===== config.mk =====
export PLATFORM = sky130hd
export DESIGN_NAME = ordered_list_insert_delete_find_flat
export DESIGN_NICKNAME = d
export VERILOG_FILES = /design/src/olidf_pkg.sv /design/src/olidf_if.sv /design/src/olidf_cell.sv /design/src/ordered_list_insert_delete_find.sv /design/src/flat_wrapper.sv
export SDC_FILE = /design/constraint.sdc
export NUM_CORES = 2
export LEC_CHECK = 0
export ABC_AREA = 1
export BUFFER_PORTS_ARGS = -buffer_cell sky130_fd_sc_hd__buf_2
export CAP_MARGIN = 20
export CELL_PAD_IN_SITES_DETAIL_PLACEMENT = 1
export CELL_PAD_IN_SITES_GLOBAL_PLACEMENT = 2
export CORE_MARGIN = 5
export CORE_UTILIZATION = 35
export CTS_BUF_LIST = sky130_fd_sc_hd__clkbuf_16
export CTS_CLUSTER_DIAMETER = 80
export DETAILED_ROUTE_END_ITERATION = 12
export PLACE_DENSITY = 0.86
export RECOVER_POWER = 25
export SLEW_MARGIN = 20
export SYNTH_ARGS = -nofsm -noshare
export SYNTH_HDL_FRONTEND = slang
export SYNTH_SLANG_ARGS = --single-unit

===== constraint.sdc =====
create_clock -name clk -period 4.3 [get_ports clk]
set_input_delay 0.43 -clock clk [delete_from_list [all_inputs] [get_ports clk]]
set_output_delay 0.43 -clock clk [all_outputs]
set_load 0.005 [all_outputs]

===== src/olidf_pkg.sv =====
`timescale 1ns / 1ps
// ----------------------------------------------------------------------------
// olidf_pkg
// Shared constants, codes and types for the positional ordered list.
// ----------------------------------------------------------------------------
package olidf_pkg;

  localparam int DEPTH   = 16;
  localparam int IDX_W   = $clog2(DEPTH);
  localparam int LEN_W   = $clog2(DEPTH + 1);
  localparam int FLD_W   = 5;
  localparam int VAL_W   = 32;
  localparam int CMP_W   = ((LEN_W > FLD_W) ? LEN_W : FLD_W) + 1;

  typedef enum logic [1:0] {
    MODE_INSERT = 2'd0,
    MODE_DELETE = 2'd1,
    MODE_FIND   = 2'd2
  } mode_t;

  typedef enum logic [1:0] {
    ST_OK       = 2'd0,
    ST_BADPOS   = 2'd1,
    ST_FULL     = 2'd2,
    ST_NOTFOUND = 2'd3
  } status_t;

  typedef enum logic {
    S_IDLE = 1'b0,
    S_SCAN = 1'b1
  } state_t;

  typedef struct packed {
    logic load;
    logic shift_in;
    logic shift_out;
    logic cmp;
    logic live;
  } cell_ctl_t;

endpackage


===== src/olidf_if.sv =====
`timescale 1ns / 1ps
// ----------------------------------------------------------------------------
// olidf_if
// Valid/ready channels for list operations and their results.
// ----------------------------------------------------------------------------
interface olidf_in_if;
  import olidf_pkg::*;
  logic                    valid;
  logic                    ready;
  logic [1:0]              mode;
  logic [FLD_W-1:0]        position;
  logic signed [VAL_W-1:0] value;

  modport source (output valid, mode, position, value, input ready);
  modport sink   (input valid, mode, position, value, output ready);
endinterface

interface olidf_out_if;
  import olidf_pkg::*;
  logic             valid;
  logic             ready;
  logic [1:0]       status;
  logic [FLD_W-1:0] match_position;
  logic [FLD_W-1:0] list_length;
  logic             last;

  modport source (output valid, status, match_position, list_length, last, input ready);
  modport sink   (input valid, status, match_position, list_length, last, output ready);
endinterface


===== src/olidf_cell.sv =====
`timescale 1ns / 1ps
// ----------------------------------------------------------------------------
// olidf_cell
// One list slot: holds an entry, shifts with its neighbors, flags a match.
// ----------------------------------------------------------------------------
module olidf_cell (
  input  logic                              clk,
  input  olidf_pkg::cell_ctl_t              ctl,
  input  logic signed [olidf_pkg::VAL_W-1:0] din,
  input  logic signed [olidf_pkg::VAL_W-1:0] left_entry,
  input  logic signed [olidf_pkg::VAL_W-1:0] right_entry,
  output logic signed [olidf_pkg::VAL_W-1:0] entry,
  output logic                              match
);
  import olidf_pkg::*;

  logic signed [VAL_W-1:0] entry_r, entry_nxt;
  logic                    match_r, match_nxt;

  always_comb begin
    entry_nxt = entry_r;
    if (ctl.load) begin
      entry_nxt = din;
    end else if (ctl.shift_in) begin
      entry_nxt = left_entry;
    end else if (ctl.shift_out) begin
      entry_nxt = right_entry;
    end
    match_nxt = match_r;
    if (ctl.cmp) begin
      match_nxt = ctl.live && (entry_r == din);
    end
  end

  always_ff @(posedge clk) begin
    entry_r <= entry_nxt;
    match_r <= match_nxt;
  end

  assign entry = entry_r;
  assign match = match_r;

endmodule


===== src/ordered_list_insert_delete_find.sv =====
`timescale 1ns / 1ps
// ----------------------------------------------------------------------------
// ordered_list_insert_delete_find
// Positional ordered list of signed 32-bit values held in a row of cells.
// ----------------------------------------------------------------------------
// Insert and delete are applied in their accept cycle: every cell loads, keeps
// or takes its left or right neighbor's entry in the same clock and one result
// follows. A find compares all cells in its accept cycle, then walks the match
// flags one position per cycle while the output is not stalled, giving one
// transaction per match (last on the final one) or one not-found transaction.
// One operation is in work at a time; a new one is taken only when the output
// register is empty or is being drained in that same cycle.
module ordered_list_insert_delete_find (
  input  logic         clk,
  input  logic         rst_n,
  olidf_in_if.sink     in_chan,
  olidf_out_if.source  out_chan
);
  import olidf_pkg::*;

  state_t               state_r, state_nxt;
  logic [LEN_W-1:0]     len_r, len_nxt;
  logic [IDX_W-1:0]     k_r, k_nxt;

  logic                 ov_r, ov_nxt;
  status_t              status_r, status_nxt;
  logic [FLD_W-1:0]     mpos_r, mpos_nxt;
  logic [FLD_W-1:0]     olen_r, olen_nxt;
  logic                 olast_r, olast_nxt;

  logic                 out_free, in_ready, in_fire, scan_step;
  logic                 is_ins, is_del, is_find;
  logic [FLD_W-1:0]     slot;
  logic [CMP_W-1:0]     slot_x, pos_x, len_x;
  logic                 ins_bad, full, del_bad, ins_ok, del_ok;

  logic [DEPTH-1:0]     match_vec, rest_vec;
  logic [IDX_W:0]       kp1;
  logic                 cur_match, rest_zero;

  logic signed [VAL_W-1:0] entry_w [DEPTH];
  cell_ctl_t               ctl_w   [DEPTH];

  assign out_free = !ov_r || out_chan.ready;
  assign in_fire  = in_chan.valid && in_ready;

  assign is_ins  = (in_chan.mode == MODE_INSERT);
  assign is_del  = (in_chan.mode == MODE_DELETE);
  assign is_find = (in_chan.mode == MODE_FIND);

  assign slot    = (in_chan.position <= FLD_W'(1)) ? '0 : in_chan.position - FLD_W'(1);
  assign slot_x  = CMP_W'(slot);
  assign pos_x   = CMP_W'(in_chan.position);
  assign len_x   = CMP_W'(len_r);
  assign ins_bad = slot_x > len_x;
  assign full    = (len_x == CMP_W'(DEPTH));
  assign del_bad = (in_chan.position == '0) || (pos_x > len_x);
  assign ins_ok  = in_fire && is_ins && !ins_bad && !full;
  assign del_ok  = in_fire && is_del && !del_bad;

  assign kp1       = {1'b0, k_r} + (IDX_W+1)'(1);
  assign rest_vec  = match_vec & ({DEPTH{1'b1}} << kp1);
  assign rest_zero = (rest_vec == '0);
  assign cur_match = match_vec[k_r];

  // cell row
  for (genvar i = 0; i < DEPTH; i++) begin : g_cell
    logic [CMP_W-1:0] idx_x;
    assign idx_x = CMP_W'(i);

    always_comb begin
      ctl_w[i].load      = ins_ok && (idx_x == slot_x);
      ctl_w[i].shift_in  = ins_ok && (idx_x > slot_x) && (idx_x <= len_x);
      ctl_w[i].shift_out = del_ok && (idx_x >= pos_x - CMP_W'(1)) &&
                           (idx_x + CMP_W'(1) < len_x);
      ctl_w[i].cmp       = in_fire && is_find;
      ctl_w[i].live      = idx_x < len_x;
    end

    logic signed [VAL_W-1:0] left_w, right_w;
    if (i == 0) begin : g_head
      assign left_w = '0;
    end else begin : g_left
      assign left_w = entry_w[i-1];
    end
    if (i == DEPTH - 1) begin : g_tail
      assign right_w = '0;
    end else begin : g_right
      assign right_w = entry_w[i+1];
    end

    olidf_cell u_cell (
      .clk         (clk),
      .ctl         (ctl_w[i]),
      .din         (in_chan.value),
      .left_entry  (left_w),
      .right_entry (right_w),
      .entry       (entry_w[i]),
      .match       (match_vec[i])
    );
  end

  // next state
  always_comb begin
    state_nxt = state_r;
    case (state_r)
      S_IDLE: begin
        if (in_fire && is_find) begin
          state_nxt = S_SCAN;
        end
      end
      S_SCAN: begin
        if (out_free && rest_zero) begin
          state_nxt = S_IDLE;
        end
      end
      default: state_nxt = S_IDLE;
    endcase
  end

  // outputs of the state machine
  always_comb begin
    in_ready  = 1'b0;
    scan_step = 1'b0;
    case (state_r)
      S_IDLE:  in_ready  = out_free;
      S_SCAN:  scan_step = out_free;
      default: in_ready  = 1'b0;
    endcase
  end

  // datapath
  always_comb begin
    len_nxt    = len_r;
    k_nxt      = k_r;
    ov_nxt     = ov_r && !out_chan.ready;
    status_nxt = status_r;
    mpos_nxt   = mpos_r;
    olen_nxt   = olen_r;
    olast_nxt  = olast_r;

    if (ins_ok) begin
      len_nxt = len_r + LEN_W'(1);
    end else if (del_ok) begin
      len_nxt = len_r - LEN_W'(1);
    end

    if (in_fire) begin
      k_nxt = '0;
      if (!is_find) begin
        ov_nxt    = 1'b1;
        mpos_nxt  = '0;
        olast_nxt = 1'b1;
        olen_nxt  = FLD_W'(len_nxt);
        if (is_ins) begin
          status_nxt = ins_bad ? ST_BADPOS : (full ? ST_FULL : ST_OK);
        end else if (is_del) begin
          status_nxt = del_bad ? ST_BADPOS : ST_OK;
        end else begin
          status_nxt = ST_BADPOS;
        end
      end
    end

    if (scan_step) begin
      if (cur_match) begin
        ov_nxt     = 1'b1;
        status_nxt = ST_OK;
        mpos_nxt   = FLD_W'(kp1);
        olen_nxt   = FLD_W'(len_r);
        olast_nxt  = rest_zero;
        k_nxt      = kp1[IDX_W-1:0];
      end else if (rest_zero) begin
        ov_nxt     = 1'b1;
        status_nxt = ST_NOTFOUND;
        mpos_nxt   = '0;
        olen_nxt   = FLD_W'(len_r);
        olast_nxt  = 1'b1;
      end else begin
        k_nxt = kp1[IDX_W-1:0];
      end
    end
  end

  always_ff @(posedge clk) begin
    if (!rst_n) begin
      state_r <= S_IDLE;
      len_r   <= '0;
      ov_r    <= 1'b0;
    end else begin
      state_r <= state_nxt;
      len_r   <= len_nxt;
      ov_r    <= ov_nxt;
    end
  end

  always_ff @(posedge clk) begin
    k_r      <= k_nxt;
    status_r <= status_nxt;
    mpos_r   <= mpos_nxt;
    olen_r   <= olen_nxt;
    olast_r  <= olast_nxt;
  end

  assign in_chan.ready           = in_ready;
  assign out_chan.valid          = ov_r;
  assign out_chan.status         = status_r;
  assign out_chan.match_position = mpos_r;
  assign out_chan.list_length    = olen_r;
  assign out_chan.last           = olast_r;

  a_len_bound: assert property (@(posedge clk) disable iff (!rst_n)
    len_r <= LEN_W'(DEPTH))
    else $error("list length above capacity");

  a_accept_result: assert property (@(posedge clk) disable iff (!rst_n)
    in_fire |=> (ov_r || state_r == S_SCAN))
    else $error("accepted transaction produced no result or scan");

  a_scan_blocks: assert property (@(posedge clk) disable iff (!rst_n)
    state_r == S_SCAN |-> !in_chan.ready)
    else $error("input accepted during find scan");

  a_nonfinal_scan: assert property (@(posedge clk) disable iff (!rst_n)
    (ov_r && !olast_r) |-> (state_r == S_SCAN && status_r == ST_OK))
    else $error("non-final result outside find scan");

  a_len_scan_stable: assert property (@(posedge clk) disable iff (!rst_n)
    state_r == S_SCAN |=> $stable(len_r))
    else $error("length changed during find scan");

endmodule


===== src/flat_wrapper.sv =====
// flat-port wrapper written by rule: the top's interface ports become plain ports
module ordered_list_insert_delete_find_flat import olidf_pkg::*;
  (clk, rst_n, in_chan_valid, in_chan_mode, in_chan_position, in_chan_value, in_chan_ready, out_chan_valid, out_chan_status, out_chan_match_position, out_chan_list_length, out_chan_last, out_chan_ready);
  olidf_in_if in_chan_i ();
  olidf_out_if out_chan_i ();
  input  logic clk;
  input  logic rst_n;
  input wire logic [$bits(in_chan_i.valid)-1:0] in_chan_valid;
  input wire logic [$bits(in_chan_i.mode)-1:0] in_chan_mode;
  input wire logic [$bits(in_chan_i.position)-1:0] in_chan_position;
  input wire logic [$bits(in_chan_i.value)-1:0] in_chan_value;
  output wire logic [$bits(in_chan_i.ready)-1:0] in_chan_ready;
  output wire logic [$bits(out_chan_i.valid)-1:0] out_chan_valid;
  output wire logic [$bits(out_chan_i.status)-1:0] out_chan_status;
  output wire logic [$bits(out_chan_i.match_position)-1:0] out_chan_match_position;
  output wire logic [$bits(out_chan_i.list_length)-1:0] out_chan_list_length;
  output wire logic [$bits(out_chan_i.last)-1:0] out_chan_last;
  input wire logic [$bits(out_chan_i.ready)-1:0] out_chan_ready;
  assign in_chan_i.valid = in_chan_valid;
  assign in_chan_i.mode = in_chan_mode;
  assign in_chan_i.position = in_chan_position;
  assign in_chan_i.value = in_chan_value;
  assign in_chan_ready = in_chan_i.ready;
  assign out_chan_valid = out_chan_i.valid;
  assign out_chan_status = out_chan_i.status;
  assign out_chan_match_position = out_chan_i.match_position;
  assign out_chan_list_length = out_chan_i.list_length;
  assign out_chan_last = out_chan_i.last;
  assign out_chan_i.ready = out_chan_ready;
  ordered_list_insert_delete_find u_core (.clk(clk), .rst_n(rst_n), .in_chan(in_chan_i), .out_chan(out_chan_i));
endmodule

==> run summary <==
The starting density of the core came out at 0.3525. On the final layout, the worst hold slack is approximately 160 ps. Entering global routing, the biggest net connects 65 pins. Dividing the detail-routed wire length by the instance count gives around 31 µm. In the global route stage, overall resource usage came out at 0.3267. The number of pins exceeding their max-slew limit in the final report came out at 0. After routing, the total negative slack on setup checks comes to 0 ps. The first-pass GRT wire length came out at roughly 270000 µm. The clock reaches the later pin of the worst-skew pair after 670 ps. Leaving out fill and tap cells, the most frequent cells in the layout are sky130_fd_sc_hd__nand2_1 (1510), sky130_fd_sc_hd__edfxtp_1 (528), sky130_fd_sc_hd__o21ai_0 (492).

The share of the yosys chip area belonging to registers is 0.4478. The number of rows in the core area came out at 118. Across the VDD grid, the largest voltage drop is roughly 0.00026 V.

In this run the remaining antenna-violating nets after routing total 0. The die width came out at 332.9 µm. Total power for the finished layout comes to around 13 mW. STA classifies the critical path endpoint as a flip-flop. The relative max-transition margin came out at 0.05326. The power per unit of standard cell area came out at around 320 nW/µm². The total via count after detailed routing is ~38000. Of all nets on the critical path, the largest fanout is 32. The routed via count divided by cell count came out at 6.163. The number of top-level pins came out at 58.

The hold violation count in the final report was 0. The filler cell count is between 10000 and 15000. The data required time at the worst endpoint came out at 4580 ps. The cell count after placement is 5994.

The leading area contributor after synthesis is sky130_fd_sc_hd__edfxtp_1. The synthesis-to-finish area growth is 12.38%. The CTS tree is built. The synthesized netlist occupies a cell area of 36480 µm². In the finished design, the share of the clock period the worst path needs comes to 0.9363. Setup repair after global routing left no endpoint under its margin. The fraction of final layout cells sized beyond drive strength 1 is 0.08618. Leaving out filler cells and counting taps, the final layout contains 6128. The number of buffers on the longest clock path came out at 3. The number of antenna violations at the first check in global routing came out at 13. Ranked by total cell area, the synthesized netlist is headed by sky130_fd_sc_hd__edfxtp_1 (43%), sky130_fd_sc_hd__nand2_1 (16%), sky130_fd_sc_hd__o21ai_0 (6.3%), sky130_fd_sc_hd__nand3_1 (4.8%), sky130_fd_sc_hd__inv_1 (4.1%).

Synthesis produced a netlist with a net count of 4780. The first detailed-routing pass ran for 6 iterations. The HPWL after detailed placement is about 140000 µm. The root buffer selected by CTS is sky130_fd_sc_hd__clkbuf_16. The placeable core region came out at 103500 µm².

The count of buffers added on input and output ports is 57. The average instance in the mapped netlist occupies 7.742 µm². For this run, the number of Yosys warnings is 0. After detailed routing, the number of remaining DRC violations is 0. The static power due to leakage is around 17 nW. The element type at the critical path start is a flip-flop. The number of gates resized after cts is 0. The number of instances in the synthesized netlist came out at 4712.

The number of sinks on the clock net came out at 552. The leading cell type in the layout, fill and taps excluded is sky130_fd_sc_hd__nand2_1. The post-synthesis register bit count came out at roughly 550. The path class of the tightest hold or removal check is in -> reg. Of the total power, combinational logic draws 0.106. The floorplan die area is 110800 µm².

The total clock buffers created by CTS came out at 73. The sequential fraction of design power came out at 0.445. The area share of the leading cell type in the synthesized netlist is 0.4346. The switching part of the total is 0.2855.

The die is ~330 µm tall. The number of buffers inserted for hold repair after clock tree synthesis came out at 1. Global routing finished with a remaining overflow of 0.

The global placer's final weighted congestion came out at 0.9958. The net total in the final layout is 4758. The clock share of power came out at 0.448. The CTS clock-pin slew for the worst setup and hold paths came out at ~60 ps. The highest clock frequency the design can meet came out at 0.2484 GHz.

The internal portion of total power came out at between 9 and 10 mW. For the pin with the worst max-slew slack, the measured transition is roughly 1400 ps. The count of max-cap constraint violations is 0.

The total setup buffers inserted after CTS came out at 0. The critical setup path kind is reg -> reg. The number of global-route vias before repair came out at 36080. The worst clock skew on the final layout came out at around 43 ps. The worst endpoint data arrival time is 4310 ps.

The H-tree was split into 3 levels. The number of DRC violations after detailed-routing iteration 0 came out at around 5700. The final setup violation count came out at 0.

The net load switching power came out at 3.782 mW. The flow ran to the end, and the final reports show no timing, DRC or antenna violations. The routed wire length came out at ~190000 µm. The time the worst path needs with I/O delays and setup is ~4000 ps.

The count of different cell masters after synthesis came out at 51.
final timing paths:
check,startpoint,end,slack [ps],depth (start not counted)
min reg2reg,u_core.out_chan.status[0]$_DFF_P_,u_core.out_chan.status[0]$_DFF_P_,480,2
max,u_core.len_r[4]$_SDFF_PN0_,u_core.g_cell[2].u_cell.entry[15]$_DFFE_PP_,270,10
max reg2reg,u_core.len_r[4]$_SDFF_PN0_,u_core.g_cell[2].u_cell.entry[15]$_DFFE_PP_,270,10
min,out_chan_ready,u_core.out_chan.valid$_SDFF_PN0_,160,4
metal layers:
layer / share of wire / up-vias / global-route usage
met3: 0.13 / 549 / 0.09078
li1: - / 15940 / -
met5: 0.00041 / - / 0
met2: 0.41 / 2676 / 0.4679
met4: 0.065 / 12 / 0.1767
met1: 0.40 / 18590 / 0.4475
through the flow:
step	cell area, µm²	setup WS (ps)	util
floorplan	36490	62.95	-
global placement	38880	255.0	0.3757
detailed placement	38880	147.1	0.3757
CTS	41110	744.1	0.3972
global route	40990	239.1	0.3961
finish	41000	273.9	0.3961
power by group through the flow:
stage                     Clock, mW  Sequential (mW)  Combinational [mW]
after floorplan                   0             5.99               0.670
after global placement            0             6.01                1.33
after detailed placement          0             6.01                1.34
after CTS                      5.96             5.90                1.35
after global routing           6.18             5.90                1.43
final                          5.93             5.90                1.41
kinds of logic (layout without fill, tap and decap cells):
family,Yosys count,in the layout,synth area share
buf+inv,768,802,0.08258
compound gates,878,878,0.1386
simple gates,2258,2258,0.2670
other cells,0,2,0
flops,552,552,0.4478
xor+xnor,231,231,0.05546
fa+ha+maj,25,25,0.008574
critical path, stage by stage (launching register included):
cell	delay [ps]
sky130_fd_sc_hd__dfxtp_1	310
sky130_fd_sc_hd__buf_4	200
sky130_fd_sc_hd__nor2_1	170
sky130_fd_sc_hd__inv_1	180
sky130_fd_sc_hd__nor2_1	200
sky130_fd_sc_hd__inv_1	220
sky130_fd_sc_hd__nor2_1	1020
sky130_fd_sc_hd__inv_1	430
sky130_fd_sc_hd__o21ai_0	380
sky130_fd_sc_hd__nand3_2	80
sky130_fd_sc_hd__clkbuf_4	390
flip-flops by register name (all words and copies together), names as in the netlist:
signal	count
u_core.g_cell.u_cell.match	16
u_core.g_cell.u_cell.entry	512
u_core.state_r	1
u_core.out_chan.status	2
u_core.out_chan.match_position	5
u_core.out_chan.valid	1
u_core.out_chan.last	1
u_core.out_chan.list_length	5
u_core.len_r	5
u_core.k_r	4
cell usage after synthesis, drive strengths merged:
| cell type | instances |
|---|---|
| or3 | 1 |
| a22o | 2 |
| o2111ai | 6 |
| o21bai | 1 |
| xor2 | 77 |
| dfxtp | 24 |
| or4 | 1 |
| ha | 25 |
| edfxtp | 528 |
| a221o | 1 |
| clkinv | 11 |
| o21ai | 560 |
| clkbuf | 239 |
| o21a | 32 |
| a21oi | 28 |
| nor4 | 33 |
| xnor2 | 154 |
| o311ai | 2 |
| nor3 | 17 |
| nor2 | 149 |
| inv | 413 |
| and2 | 2 |
| or2 | 27 |
| nand2 | 1524 |
| a221oi | 49 |
| nand3b | 28 |
| o22ai | 112 |
| nor4b | 13 |
| a211o | 1 |
| a21o | 1 |
| nand4 | 112 |
| a31oi | 21 |
| o211ai | 62 |
| nand3 | 351 |
| buf | 105 |
area by class of cell:
type                       count  area (µm²)  area share
timing repair buffer         247        1908     0.04654
antenna                        2       5.005   0.0001221
inverter                     424        1594     0.03888
tap                         1380        1727     0.04212
multi-input combinational   3392       17210      0.4197
sequential                   552       16340      0.3985
clock buffer                  75        1877     0.04578
clock inverter                56       344.1    0.008393
Note: power is estimated with default switching activity, not from simulation.
